### config.mk
export PLATFORM = sky130hd
export DESIGN_NAME = two_wire_frame_writer_flat
export DESIGN_NICKNAME = d
export VERILOG_FILES = /design/src/hw/rtl/twfw_pkg.sv /design/src/hw/rtl/twfw_if.sv /design/src/hw/rtl/twfw_pipe_reg.sv /design/src/hw/rtl/twfw_engine.sv /design/src/hw/rtl/two_wire_frame_writer.sv /design/src/flat_wrapper.sv
export SDC_FILE = /design/constraint.sdc
export NUM_CORES = 1
export LEC_CHECK = 0
export ABC_AREA = 1
export BUFFER_PORTS_ARGS = -buffer_cell sky130_fd_sc_hd__buf_2
export CAP_MARGIN = 20
export CORE_UTILIZATION = 52
export DETAILED_ROUTE_END_ITERATION = 10
export PLACE_DENSITY = 0.73
export SLEW_MARGIN = 10
export SYNTH_ARGS = -nofsm -noshare
export SYNTH_HDL_FRONTEND = slang
export SYNTH_SLANG_ARGS = --single-unit
### constraint.sdc
create_clock -name clk_i -period 1.3 [get_ports clk_i]
set_input_delay 0.325 -clock clk_i [delete_from_list [all_inputs] [get_ports clk_i]]
set_output_delay 0.325 -clock clk_i [all_outputs]
set_load 0.03 [all_outputs]
### src/hw/rtl/twfw_pkg.sv
// Shared types and constants of the two-wire frame writer.
// No dependencies; used by the request interface, the engine, the top module and the testbench.
package twfw_pkg;

  localparam int unsigned ByteBits  = 8;
  localparam int unsigned FrameBits = 2 * ByteBits;
  localparam int unsigned CountW    = $clog2(FrameBits + 1);

  typedef struct packed {
    logic                cmd;
    logic [ByteBits-1:0] first_byte;
    logic [ByteBits-1:0] second_byte;
    logic                sda_in;
  } twfw_item_t;

  typedef struct packed {
    logic scl_level;
    logic sda_level;
    logic sda_drive;
    logic busy_res;
    logic frame_done;
    logic refused;
  } twfw_res_t;

  localparam int unsigned ItemW = $bits(twfw_item_t);
  localparam int unsigned ResW  = $bits(twfw_res_t);

endpackage

### src/hw/rtl/twfw_if.sv
// Valid/ready channel interfaces for requests and results.
// Depends on twfw_pkg for field widths.
interface twfw_req_if import twfw_pkg::*; ();
  logic                valid;
  logic                ready;
  logic                cmd;
  logic [ByteBits-1:0] first_byte;
  logic [ByteBits-1:0] second_byte;
  logic                sda_in;

  modport source (output valid, cmd, first_byte, second_byte, sda_in, input ready);
  modport sink   (input valid, cmd, first_byte, second_byte, sda_in, output ready);
endinterface

interface twfw_res_if;
  logic valid;
  logic ready;
  logic scl_level;
  logic sda_level;
  logic sda_drive;
  logic busy_res;
  logic frame_done;
  logic refused;

  modport source (output valid, scl_level, sda_level, sda_drive, busy_res, frame_done,
                  refused, input ready);
  modport sink   (input valid, scl_level, sda_level, sda_drive, busy_res, frame_done,
                  refused, output ready);
endinterface

### src/hw/rtl/twfw_pipe_reg.sv
// One-entry valid/ready pipeline register.
// No dependencies; used for the request and result stages.
module twfw_pipe_reg #(
  parameter int unsigned Width = 1
) (
  input  logic             clk_i,
  input  logic             rst_ni,
  input  logic             in_valid_i,
  output logic             in_ready_o,
  input  logic [Width-1:0] in_data_i,
  output logic             out_valid_o,
  input  logic             out_ready_i,
  output logic [Width-1:0] out_data_o
);

  logic             valid_q;
  logic [Width-1:0] data_q;

  assign in_ready_o  = !valid_q || out_ready_i;
  assign out_valid_o = valid_q;
  assign out_data_o  = data_q;

  always_ff @(posedge clk_i or negedge rst_ni) begin
    if (!rst_ni) begin
      valid_q <= 1'b0;
    end else if (in_ready_o) begin
      valid_q <= in_valid_i;
    end
  end

  always_ff @(posedge clk_i) begin
    if (in_valid_i && in_ready_o) begin
      data_q <= in_data_i;
    end
  end

endmodule

### src/hw/rtl/twfw_engine.sv
// Bus phase sequencer: frame shift state, line levels, one step per request.
// Depends on twfw_pkg for item and result types.
module twfw_engine import twfw_pkg::*; (
  input  logic       clk_i,
  input  logic       rst_ni,
  input  logic       fire_i,
  input  twfw_item_t item_i,
  output twfw_res_t  res_o
);

  typedef enum logic [3:0] {
    PhIdle,
    PhBitLow,
    PhBitHigh,
    PhAckLow,
    PhAckHigh,
    PhAckWait,
    PhStopSda0,
    PhStopScl1,
    PhStopSda1
  } phase_e;

  phase_e               phase_q, phase_d;
  logic [FrameBits-1:0] shift_q, shift_d;
  logic [CountW-1:0]    left_q, left_d, left_dec;
  logic                 scl_q, scl_d;
  logic                 sda_q, sda_d;
  logic                 drv_q, drv_d;
  logic                 done;
  logic                 refused;

  assign left_dec = left_q - CountW'(1);

  always_comb begin
    phase_d = phase_q;
    shift_d = shift_q;
    left_d  = left_q;
    scl_d   = scl_q;
    sda_d   = sda_q;
    drv_d   = drv_q;
    done    = 1'b0;
    refused = 1'b0;
    if (item_i.cmd) begin
      if (phase_q != PhIdle) begin
        refused = 1'b1;
      end else begin
        shift_d = {item_i.first_byte, item_i.second_byte};
        left_d  = CountW'(FrameBits);
        scl_d   = 1'b1;
        sda_d   = 1'b0;
        drv_d   = 1'b1;
        phase_d = PhBitLow;
      end
    end else begin
      case (phase_q)
        PhIdle: begin
        end
        PhBitLow: begin
          scl_d   = 1'b0;
          drv_d   = 1'b1;
          sda_d   = shift_q[FrameBits-1];
          phase_d = PhBitHigh;
        end
        PhBitHigh: begin
          scl_d   = 1'b1;
          shift_d = {shift_q[FrameBits-2:0], 1'b0};
          left_d  = left_dec;
          phase_d = (left_dec == CountW'(ByteBits) || left_dec == '0) ? PhAckLow : PhBitLow;
        end
        PhAckLow: begin
          scl_d   = 1'b0;
          drv_d   = 1'b0;
          phase_d = PhAckHigh;
        end
        PhAckHigh: begin
          scl_d   = 1'b1;
          phase_d = PhAckWait;
        end
        PhAckWait: begin
          if (!item_i.sda_in) begin
            scl_d   = 1'b0;
            drv_d   = 1'b1;
            phase_d = (left_q == '0) ? PhStopSda0 : PhBitLow;
          end
        end
        PhStopSda0: begin
          sda_d   = 1'b0;
          drv_d   = 1'b1;
          phase_d = PhStopScl1;
        end
        PhStopScl1: begin
          scl_d   = 1'b1;
          phase_d = PhStopSda1;
        end
        PhStopSda1: begin
          sda_d   = 1'b1;
          done    = 1'b1;
          phase_d = PhIdle;
        end
        default: begin
          phase_d = PhIdle;
        end
      endcase
    end
  end

  always_comb begin
    res_o.scl_level  = scl_d;
    res_o.sda_level  = sda_d;
    res_o.sda_drive  = drv_d;
    res_o.busy_res   = (phase_d != PhIdle);
    res_o.frame_done = done;
    res_o.refused    = refused;
  end

  always_ff @(posedge clk_i or negedge rst_ni) begin
    if (!rst_ni) begin
      phase_q <= PhIdle;
      shift_q <= '0;
      left_q  <= '0;
      scl_q   <= 1'b1;
      sda_q   <= 1'b1;
      drv_q   <= 1'b1;
    end else if (fire_i) begin
      phase_q <= phase_d;
      shift_q <= shift_d;
      left_q  <= left_d;
      scl_q   <= scl_d;
      sda_q   <= sda_d;
      drv_q   <= drv_d;
    end
  end

endmodule

### src/hw/rtl/two_wire_frame_writer.sv
// Two-wire bus master writing a frame of two bytes, one bus phase per request.
// Takes one request per clock cycle while the result side is not stalled; a
// request goes through the request register, the phase engine and then the
// result register. Stalls on the result side back up into the request side
// without losing or repeating any request.
// Depends on twfw_pkg, twfw_if, twfw_pipe_reg and twfw_engine.
module two_wire_frame_writer import twfw_pkg::*; (
  input  logic       clk_i,
  input  logic       rst_ni,
  twfw_req_if.sink   req_i,
  twfw_res_if.source res_o
);

  twfw_item_t in_item;
  twfw_item_t stage_item;
  logic [ItemW-1:0] stage_bits;
  logic       stage_valid;
  logic       stage_ready;
  logic       out_ready;
  twfw_res_t  step_res;
  twfw_res_t  out_res;
  logic [ResW-1:0] out_bits;

  assign in_item.cmd         = req_i.cmd;
  assign in_item.first_byte  = req_i.first_byte;
  assign in_item.second_byte = req_i.second_byte;
  assign in_item.sda_in      = req_i.sda_in;

  twfw_pipe_reg #(
    .Width (ItemW)
  ) u_req_reg (
    .clk_i       (clk_i),
    .rst_ni      (rst_ni),
    .in_valid_i  (req_i.valid),
    .in_ready_o  (req_i.ready),
    .in_data_i   (in_item),
    .out_valid_o (stage_valid),
    .out_ready_i (stage_ready),
    .out_data_o  (stage_bits)
  );

  assign stage_item = twfw_item_t'(stage_bits);

  twfw_engine u_engine (
    .clk_i  (clk_i),
    .rst_ni (rst_ni),
    .fire_i (stage_valid && stage_ready),
    .item_i (stage_item),
    .res_o  (step_res)
  );

  assign out_ready = res_o.ready;

  twfw_pipe_reg #(
    .Width (ResW)
  ) u_res_reg (
    .clk_i       (clk_i),
    .rst_ni      (rst_ni),
    .in_valid_i  (stage_valid),
    .in_ready_o  (stage_ready),
    .in_data_i   (step_res),
    .out_valid_o (res_o.valid),
    .out_ready_i (out_ready),
    .out_data_o  (out_bits)
  );

  assign out_res          = twfw_res_t'(out_bits);
  assign res_o.scl_level  = out_res.scl_level;
  assign res_o.sda_level  = out_res.sda_level;
  assign res_o.sda_drive  = out_res.sda_drive;
  assign res_o.busy_res   = out_res.busy_res;
  assign res_o.frame_done = out_res.frame_done;
  assign res_o.refused    = out_res.refused;

endmodule

### src/flat_wrapper.sv
// flat-port wrapper written by rule: the top's interface ports become plain ports
module two_wire_frame_writer_flat import twfw_pkg::*;
  (clk_i, rst_ni, req_i_valid, req_i_cmd, req_i_first_byte, req_i_second_byte, req_i_sda_in, req_i_ready, res_o_valid, res_o_scl_level, res_o_sda_level, res_o_sda_drive, res_o_busy_res, res_o_frame_done, res_o_refused, res_o_ready);
  twfw_req_if req_i_i ();
  twfw_res_if res_o_i ();
  input  logic clk_i;
  input  logic rst_ni;
  input wire logic [$bits(req_i_i.valid)-1:0] req_i_valid;
  input wire logic [$bits(req_i_i.cmd)-1:0] req_i_cmd;
  input wire logic [$bits(req_i_i.first_byte)-1:0] req_i_first_byte;
  input wire logic [$bits(req_i_i.second_byte)-1:0] req_i_second_byte;
  input wire logic [$bits(req_i_i.sda_in)-1:0] req_i_sda_in;
  output wire logic [$bits(req_i_i.ready)-1:0] req_i_ready;
  output wire logic [$bits(res_o_i.valid)-1:0] res_o_valid;
  output wire logic [$bits(res_o_i.scl_level)-1:0] res_o_scl_level;
  output wire logic [$bits(res_o_i.sda_level)-1:0] res_o_sda_level;
  output wire logic [$bits(res_o_i.sda_drive)-1:0] res_o_sda_drive;
  output wire logic [$bits(res_o_i.busy_res)-1:0] res_o_busy_res;
  output wire logic [$bits(res_o_i.frame_done)-1:0] res_o_frame_done;
  output wire logic [$bits(res_o_i.refused)-1:0] res_o_refused;
  input wire logic [$bits(res_o_i.ready)-1:0] res_o_ready;
  assign req_i_i.valid = req_i_valid;
  assign req_i_i.cmd = req_i_cmd;
  assign req_i_i.first_byte = req_i_first_byte;
  assign req_i_i.second_byte = req_i_second_byte;
  assign req_i_i.sda_in = req_i_sda_in;
  assign req_i_ready = req_i_i.ready;
  assign res_o_valid = res_o_i.valid;
  assign res_o_scl_level = res_o_i.scl_level;
  assign res_o_sda_level = res_o_i.sda_level;
  assign res_o_sda_drive = res_o_i.sda_drive;
  assign res_o_busy_res = res_o_i.busy_res;
  assign res_o_frame_done = res_o_i.frame_done;
  assign res_o_refused = res_o_i.refused;
  assign res_o_i.ready = res_o_ready;
  two_wire_frame_writer u_core (.clk_i(clk_i), .rst_ni(rst_ni), .req_i(req_i_i), .res_o(res_o_i));
endmodule
---- Word level (Yosys, flattened, before mapping) ----
Index checks and enable logic that the tools add are counted.
Widths: inputs -> output; s select.
word-level totals
  input bits .............................. 22
  output and inout port bits .............. 8
  word-level logic and storage cells ...... 65
  register bits ........................... 54
cells by class
  reductions and logical operators ........ 17
  add/sub/neg operators ................... 1
  equality and inequality tests ........... 10
  multiplexer cells ....................... 25
operator list
  operator             count
  $mux 16              3
  $pmux 4 s8           1
  $eq 4x3->1 const B   4
  $mux 5               3
  $mux 4               3
  $logic_not 5->1      2
  $mux 1               10
  $pmux 1 s3           3
  $eq 4x2->1 const B   2
  $reduce_bool 4->1    2
  $eq 5x4->1 const B   1
  $sub 5x1->5 const B  1
  $eq 4x1->1 const B   1
  $eq 4x4->1 const B   1
  $logic_not 4->1      1
  $reduce_or 2->1      2
  $logic_or 1x1->1     3
  $mux 3               1
  $reduce_and 3->1     1
  $reduce_or 3->1      1
  $logic_and 1x1->1    2
  $logic_not 1->1      2
  $mux 2               1
  $ne 2x2->1 const B   1
  $reduce_bool 2->1    1

---- Depth between registers and ports, before layout ----
Gate-level depths: netlist (run 1).
  depth in word-level cells ............... 7
  depth in mapped cells ................... 12
  mapped depth without buffers ............ 12

---- By module ----
A second synthesis (run 1) with hierarchy kept.
unflattened totals
  cell total of the unflattened synthesis .. 284
  area, all modules ....................... 2608.8 µm²
modules (own cells, without submodules)
  module                            area an instance (µm²)  cells each  sequential area each (µm²)  times used
  twfw_engine                       1790.5                  246         704.4                       1
  twfw_pipe_reg (u_core.u_req_reg)  585.6                   24          565.5                       1
  twfw_pipe_reg (u_core.u_res_reg)  225.2                   12          205.2                       1
  two_wire_frame_writer             7.5                     2           0.0                         1

---- Worst setup path after synthesis (run 1) ----
No wires, ideal clock.
  path type ............................... reg-to-reg
  start point ............................. register u_core.u_res_reg.valid_q (netlist: u_core.u_res_reg.out_valid_o)
  end point ............................... register u_core.u_req_reg.data_q[0] (netlist: u_core.u_req_reg.out_data_o[0]) (enable)
  data arrival time ....................... 1.342 ns
  library setup time ...................... 0.373 ns
  clock period less this slack ............ 1.715 ns
  slack ................................... -0.415 ns
  stages on the path, launching flop included .. 4
  buffers on the path ..................... 0
  required time ........................... 0.927 ns
  cells stage by stage .................... dfrtp_1 nand3_1 nand2_1 inv_1
on the way
  word-level cells in the longest chain between the ends .. 4
ends and longest elaborated chain
  what                            RTL line             text
  from (decl)                     twfw_pipe_reg.sv:16  logic valid_q;
  from (signal assigned)          twfw_pipe_reg.sv:27  valid_q <= in_valid_i;
  $logic_not 1->1                 twfw_pipe_reg.sv:19  assign in_ready_o = !valid_q || out_ready_i;
  $logic_or 1x1->1 (2 in series)  twfw_pipe_reg.sv:19
  net req_i_ready                 flat_wrapper.sv:13   output wire logic [$bits(req_i_i.ready)-1:0] req_i_ready;
  $logic_and 1x1->1               twfw_pipe_reg.sv:32  if (in_valid_i && in_ready_o) begin
  to (signal assigned)            twfw_pipe_reg.sv:33  data_q <= in_data_i;
  to (decl)                       twfw_pipe_reg.sv:17  logic [Width-1:0] data_q;
The timed path passes the listed nets, and every way through them passes these cells.
A chain may end at the register's enable or synchronous reset.

==> run metrics, run 1 <==
drt initial violations 84; commonest non-fill, non-tap cells in the layout nand2_1, buf_2, buf_4; initial antenna violation count 0; period utilization 121%; Pre-antenna DRT Iters 4; P_leak 1.51 nW; RSZ-0062 raised after global routing true; critical path required time 1.37 ns; crit path buf inv count 1; P&R area growth vs syn 33.7%; skew final 0.00346 ns; highest clock rate 0.634 GHz; CTS tree built; post-DP HPWL 3.24 mm; Critical Path Fanout Max 5; failing checks setup timing; top cell type by total area after synthesis edfxtp_1; CP most frequent cell nand2_1; drt total wl 5.10 mm; GPL Wtd Cong 0.945; Worst setup EP type flop; Yosys cell types 34; reg-to-reg endpoint u_core.u_res_reg.out_data_o[2]; clk root buf clkbuf_8; Worst Hold Class in2async; global-route wire length before repair 7.84 mm; register area share after synthesis 58.7%; ys flop type dfrtp_1; hold_ws 0.00859 ns; EDFF count, synth 24; Fin. Hold Viols 0; count of pins over their slew limit 0; Synth area leaders edfxtp_1, dfrtp_1, nand2_1, inv_1, o211ai_1; number of global-route vias before repair 1802; number of placed cells counting well taps 362; Initial Util 55.8%; Routed WL per cell 13.4 um; CTS Hold Bufs 0; critical path arrival 1.64 ns; syn avg cell area 9.56 um^2; Least-Margin Pin Slew 0.390 ns; Synth top area share 28.7%; setup slack, reg-to-reg -0.28 ns; cell area after synthesis 2510 um^2; Ys Warns 0; Buffers on Ports 29; die width 71.5 um; syn_nets 288; Synth Register Bits 54; Core Rows 24; CTS buffer count 5; largest net degree at the start of global routing 31; Critical Path, Cell by Cell inv_2 -> nor2_1 -> nand2_1 -> o21ai_2 -> nor2_1 -> nand2_1 -> nand2_1 -> nand2_2 -> nor2_1 -> nand2_1; final global-route overflow total 0; die area 5120 um^2; MaxCap Viol Count 0; CP top delay family simple AND/OR/NAND/NOR gates; RR Startpoint u_core.u_engine.phase_q[0]; layout cell share with drive strength beyond 1 43.6%; die height 71.5 um; Setup Viol. Count Final 31; # H-tree levels 2; R2R cell count 10; placeable core area 4500 um^2; crit path kind reg2reg; max incr delay on CP 0.47 ns; CP Depth 10; Startpoint Class flop; CTS sink cnt 54; asr flop ratio synth 55.6%; Skew-Pair Late Insertion Delay 0.31 ns; I/O pin count 30; nets@finish 354; CTS Buffer Depth 2; fin cells 382; Setup WS post-layout -0.277 ns; # diodes 0; critical path's slowest cell dfrtp_2; routed vias/inst 5.28; PD cells 2010 nW/um^2; Slew headroom 74.0%; outcome finished with violations; cell count after synthesis 263; DRC 0; setup tns final -5.21 ns; min cycle time layout 1.58 ns; via count 2018; Max VDD drop 1.07 mV; most common cell after layout, fill and taps aside nand2_1; Antenna Violating Nets Remaining 0; clk slew on worst S/H paths 0.10 ns; Total GRT Usage 20.4%
cell type report:
cell class	count	area, um^2
Clock inverter	3	23.8
Multi-Input combinational cell	166	1050
Timing Repair Buffer	68	543
Sequential cell	54	1480
Clock buffer	5	68.8
Tap cell	52	65.1
Fill cell	319	1140
Inverter	34	131
cells in the mapped netlist (2+ instances only):
cell type / count
a21oi_1: 2
nor2_1: 17
nand2_1: 80
a31oi_1: 2
inv_2: 2
dfstp_2: 3
o211ai_1: 11
o22ai_1: 2
a31oi_2: 2
o21ai_1: 6
nor2_2: 4
nand3_1: 9
buf_6: 2
o21ai_0: 15
inv_1: 32
clkbuf_1: 2
dfrtp_1: 27
ha_1: 3
edfxtp_1: 24
buf_4: 2
buf_1: 3
layer usage:
layer | wire length (um) | vias to the layer above | GRT usage [%] | part of all wire [%]
met5 | 0 | - | 0 | 0
met4 | 127 | 0 | 12.0 | 2.5
met3 | 220 | 13 | 4.22 | 4.3
met2 | 2540 | 61 | 33.8 | 50
met1 | 2210 | 950 | 24.9 | 43
li1 | - | 994 | - | -
state kept, by name, indices dropped and copies added (netlist names):
name	count
u_core.u_engine.left_q	5
u_core.u_res_reg.out_data_o	6
u_core.u_res_reg.out_valid_o	1
u_core.u_engine.phase_q	4
u_core.u_engine.shift_q	16
u_core.u_engine.drv_q	1
u_core.u_engine.sda_q	1
u_core.u_req_reg.out_data_o	18
u_core.u_req_reg.out_valid_o	1
u_core.u_engine.scl_q	1
worst max path at each step:
stage,startpoint,endpoint,slack [ns]
finish,u_core.u_engine.phase_q[0],u_core.u_res_reg.out_data_o[2],-0.28
global route,u_core.u_engine.phase_q[3],u_core.u_engine.shift_q[15],-0.33
detailed placement,u_core.u_engine.left_q[0],u_core.u_res_reg.out_data_o[2],-0.24
CTS,u_core.u_engine.left_q[0],u_core.u_res_reg.out_data_o[2],-0.23
global placement,u_core.u_engine.phase_q[0],u_core.u_res_reg.out_data_o[2],-0.24
floorplan,u_core.u_engine.left_q[0],u_core.u_res_reg.out_data_o[2],-0.10
cells by family after synthesis:
kind of cell,count (synthesis),synth area share (%)
flip-flops,54,58.7
adder cells (fa/ha/maj),3,1.49
AO/OA/AOI/OAI,46,12.2
XOR/XNOR,1,0.348
buffers and inverters,43,7.32
AND/OR/NAND/NOR,116,19.9
report_power, final:
group	switching (mW)	internal, mW	leakage [nW]	total [mW]
Clock	0.566	0.394	0.0481	0.960
Sequential	0.327	2.38	0.584	2.70
Combinational	1.69	1.42	0.876	3.11
per-stage QoR:
step / setup WS, ns / total power, mW / util [%] / cell area [um^2]
final: -0.277 / 6.77 / 74.6 / 3360
after CTS: -0.232 / 6.35 / 70.1 / 3160
after detailed placement: -0.244 / 5.05 / 64.9 / 2930
after global placement: -0.235 / 4.98 / 64.9 / 2930
after floorplan: -0.103 / 4.26 / - / 2560
after global routing: -0.332 / 7.20 / 74.6 / 3360
repair_timing:
action	CTS	global route
gates cloned	1	2
setup endpoints to repair	33	33
pin swaps	12	16
resized for setup	31	39
setup buffers	5	4
(Power assumes the default switching activity.)
==> run 2: changes to the inputs <==
--- a/config.mk
+++ b/config.mk
@@ -5,12 +5,12 @@
 export SDC_FILE = /design/constraint.sdc
 export NUM_CORES = 1
 export LEC_CHECK = 0
-export ABC_AREA = 1
+export ABC_AREA = 0
 export BUFFER_PORTS_ARGS = -buffer_cell sky130_fd_sc_hd__buf_2
 export CAP_MARGIN = 20
-export CORE_UTILIZATION = 52
+export CORE_UTILIZATION = 51
 export DETAILED_ROUTE_END_ITERATION = 10
-export PLACE_DENSITY = 0.73
+export PLACE_DENSITY = 0.72
 export SLEW_MARGIN = 10
 export SYNTH_ARGS = -nofsm -noshare
 export SYNTH_HDL_FRONTEND = slang
==> run 2 against run 1 <==
  * Die area shrank 0.46%
  * Design area decreased by 0.19%
  * Sequential share of layout area about the same
  * Clock power increased by 15%
  * Clock-buffer cell count rose by 1
  * The run still ends with setup timing left
  * Sequential power shrank 2%
  * Register-to-register slack worse by 0.48 ns
  * Non-clock buffer count is 16 higher
  * Global-route usage up 1.6 points
  * Fmax is 23% lower
  * Largest power group unchanged
==> run metrics, run 2 <==
Synth top area share 29.4% (was 28.7%); Fin. Hold Viols 0 (unchanged); highest clock rate 0.486 GHz (was 0.634 GHz); global-route wire length before repair 8.47 mm (was 7.84 mm); Yosys cell types 42 (was 34); R2R cell count 7 (was 10); Pre-antenna DRT Iters 4 (unchanged); syn avg cell area 11.1 um^2 (was 9.56 um^2); most common cell after layout, fill and taps aside buf_4 (was nand2_1); P&R area growth vs syn 36.7% (was 33.7%); clk slew on worst S/H paths 0.09 ns (was 0.10 ns); clk root buf clkbuf_8 (unchanged); worst hold endpoint u_core.u_req_reg.out_data_o[12]; Worst setup EP type flop (unchanged); top cell type by total area after synthesis edfxtp_1 (unchanged); Skew-Pair Late Insertion Delay 0.30 ns (was 0.31 ns); number of global-route vias before repair 1870 (was 1802); syn_nets 246 (was 288); Design Power 6.84 mW (was 6.77 mW); setup slack, reg-to-reg -0.76 ns (was -0.28 ns); drt total wl 5.21 mm (was 5.10 mm); crit path kind reg2reg (unchanged); met3 Track Usage GR 4.64% (was 4.22%); hold wc startpoint req_i_first_byte[3]; die area 5090 um^2 (was 5120 um^2); Synth area leaders edfxtp_1, dfrtp_1, mux2i_1, o21ai_0, nand2_1 (was edfxtp_1, dfrtp_1, nand2_1, inv_1, o211ai_1); largest net degree at the start of global routing 31 (unchanged); Core Rows 24 (unchanged); crit path buf inv count 1 (unchanged); Total GRT Usage 22.0% (was 20.4%); Commonest cells post-synth o21ai_0, nand2_1, dfrtp_1, edfxtp_1, mux2i_1 (was nand2_1, inv_1, dfrtp_1, edfxtp_1, nor2_1); I/O pin count 30 (unchanged); drt initial violations 98 (was 84); hold path cells 1; CTS buffer count 5 (unchanged); cell area after synthesis 2450 um^2 (was 2510 um^2); EDFF count, synth 24 (unchanged); Max VDD drop 1.05 mV (was 1.07 mV); nets@finish 325 (was 354); commonest non-fill, non-tap cells in the layout buf_4, nand2_1, buf_2 (was nand2_1, buf_2, buf_4); Critical Path, Cell by Cell inv_2 -> ha_4 -> or4b_4 -> or3_1 -> a31oi_1 -> o22ai_1 -> or2_1 (was inv_2 -> nor2_1 -> nand2_1 -> o21ai_2 -> nor2_1 -> nand2_1 -> nand2_1 -> nand2_2 -> nor2_1 -> nand2_1); reg-to-reg endpoint u_core.u_res_reg.out_data_o[2] (unchanged); Ys Warns 0 (unchanged); via count 1902 (was 2018); setup slack at placement -0.731 ns (was -0.244 ns); CTS sink cnt 54 (unchanged); period utilization 158% (was 121%); Critical Path Fanout Max 2 (was 5); asr flop ratio synth 55.6% (unchanged); met2 Usage GRT 38.0% (was 33.8%); MaxCap Viol Count 0 (unchanged); CTS tree built (unchanged); Setup WS post-layout -0.759 ns (was -0.277 ns); outcome finished with violations (unchanged); RR Startpoint u_core.u_engine.left_q[1] (was u_core.u_engine.phase_q[0]); hold_ws 0.188 ns (was 0.00859 ns); CP top delay family simple AND/OR/NAND/NOR gates (unchanged); layer with the highest usage met2 (unchanged); Slew headroom 85.4% (was 74.0%); placeable core area 4470 um^2 (was 4500 um^2); PD cells 2040 nW/um^2 (was 2010 nW/um^2); CTS Buffer Depth 2 (unchanged); post-DP HPWL 3.06 mm (was 3.24 mm); skew final 0.00603 ns (was 0.00346 ns); max reg flops 18 (unchanged); Setup Viol. Count Final 33 (was 31); Multi-input gate area 1040 um^2 (was 1050 um^2); Routed WL per cell 14.8 um (was 13.4 um); DRC 0 (unchanged); final core utilization 75.0% (was 74.6%); critical path arrival 2.13 ns (was 1.64 ns); M1 GR Usage 26.8% (was 24.9%); initial antenna violation count 0 (unchanged); most frequent cell after synthesis o21ai_0 (was nand2_1); RSZ-0062 raised after global routing true (unchanged); layout cell share with drive strength beyond 1 42.5% (was 43.6%); P_leak 1.50 nW (was 1.51 nW); Antenna Violating Nets Remaining 0 (unchanged); # diodes 0 (unchanged); critical path required time 1.37 ns (about the same); cell count after synthesis 221 (was 263); Buffers on Ports 29 (unchanged); GPL Wtd Cong 0.837 (was 0.945); routed vias/inst 5.39 (was 5.28); failing checks setup timing (unchanged); die height 71.4 um (was 71.5 um); ys flop type dfrtp_1 (unchanged); Startpoint Class flop (unchanged); Initial Util 54.8% (was 55.8%); fillers 285 (was 319); Worst Hold Class in2reg (was in2async); final global-route overflow total 0 (unchanged); # H-tree levels 2 (unchanged); count of pins over their slew limit 0 (unchanged); min cycle time layout 2.06 ns (was 1.58 ns); Least-Margin Pin Slew 0.212 ns (was 0.390 ns); Synth Register Bits 54 (unchanged); max incr delay on CP 0.47 ns (about the same); register area share after synthesis 60.1% (was 58.7%); die width 71.4 um (was 71.5 um); Sequential Area 1480 um^2 (about the same); critical path's slowest cell or4b_4 (was dfrtp_2)
==> run 2: cell types whose count changed after synthesis, moves of 8 or more <==
cell,previous run,this run
mux2i_1,0,17
inv_1,32,6
o21ai_0,15,30
clkbuf_1,2,10
nand2_1,80,29
o211ai_1,11,1
==> run 2: per-layer routing <==
metal	wire length [um]	part of all wire, %
met4	109	2.1
met3	157	3.0
met5	0	0
met1	2320	45
met2	2620	50
==> run 2: worst reg2reg max path: cells and delay by family (launching register included) <==
kind | cells | cell delay [ns]
AOI/OAI and AO/OA | 2 | 0.23
adders and majority gates | 1 | 0.12
buffers and inverters | 1 | 0.08
DFF | 1 | 0.40
and+or+nand+nor | 3 | 1.01
==> run 2: cell families after synthesis <==
family / Yosys count / share of synthesized area [%]
adders and majority gates: 3 / 1.53
and+or+nand+nor: 74 / 15.3
DFF: 54 / 60.1
xor gates and xnor gates: 3 / 1.07
buffers and inverters: 19 / 3.16
AOI/OAI and AO/OA: 49 / 11.0
muxes: 19 / 7.85
==> run 2: report_power, final <==
part	total [mW]	switching (mW)	internal (mW)
sequential	2.64	0.317	2.33
combinational	3.10	1.50	1.60
clock	1.10	0.523	0.575
total	6.84	2.34	4.50
==> run 2: cell type report <==
class / instances / share of cell area, %
flip-flops and latches: 54 / 44.1
multi-input cells: 149 / 31.0
repair buffers: 84 / 19.1
clock buffers: 6 / 2.16
well taps: 52 / 1.94
clock inverters: 2 / 1.12
inverters: 6 / 0.671
==> run 2: timing repair <==
action	in CTS	in global routing
endpoints found under the setup margin	37	59
gates resized for setup	53	16
pin swaps	14	6
cloned	0	1
setup buffers	15	3
hold buffers	1	0
endpoints found under the hold margin	27	0
==> run 2: worst max-delay path by stage <==
stage,startpoint,end,depth (start not counted)
5_1_grt,u_core.u_engine.left_q[0],u_core.u_res_reg.out_data_o[2],7
3_3_place_gp,u_core.u_engine.left_q[0],u_core.u_res_reg.out_data_o[2],7
2_1_floorplan,u_core.u_engine.left_q[0],u_core.u_res_reg.out_data_o[2],7
4_1_cts,u_core.u_engine.left_q[0],u_core.u_res_reg.out_data_o[2],7
3_5_place_dp,u_core.u_engine.left_q[0],u_core.u_res_reg.out_data_o[2],7
6_report,u_core.u_engine.left_q[1],u_core.u_res_reg.out_data_o[2],7
==> run 2: metrics by stage <==
step / instance area, um^2 / TNS, ns / std cells
2_1_floorplan: 2520 / -4.10 / 221
3_3_place_gp: 2910 / -5.24 / 325
3_5_place_dp: 2910 / -5.82 / 325
4_1_cts: 3270 / -5.82 / 349
5_1_grt: 3350 / -11.21 / 353
6_report: 3350 / -8.56 / 353
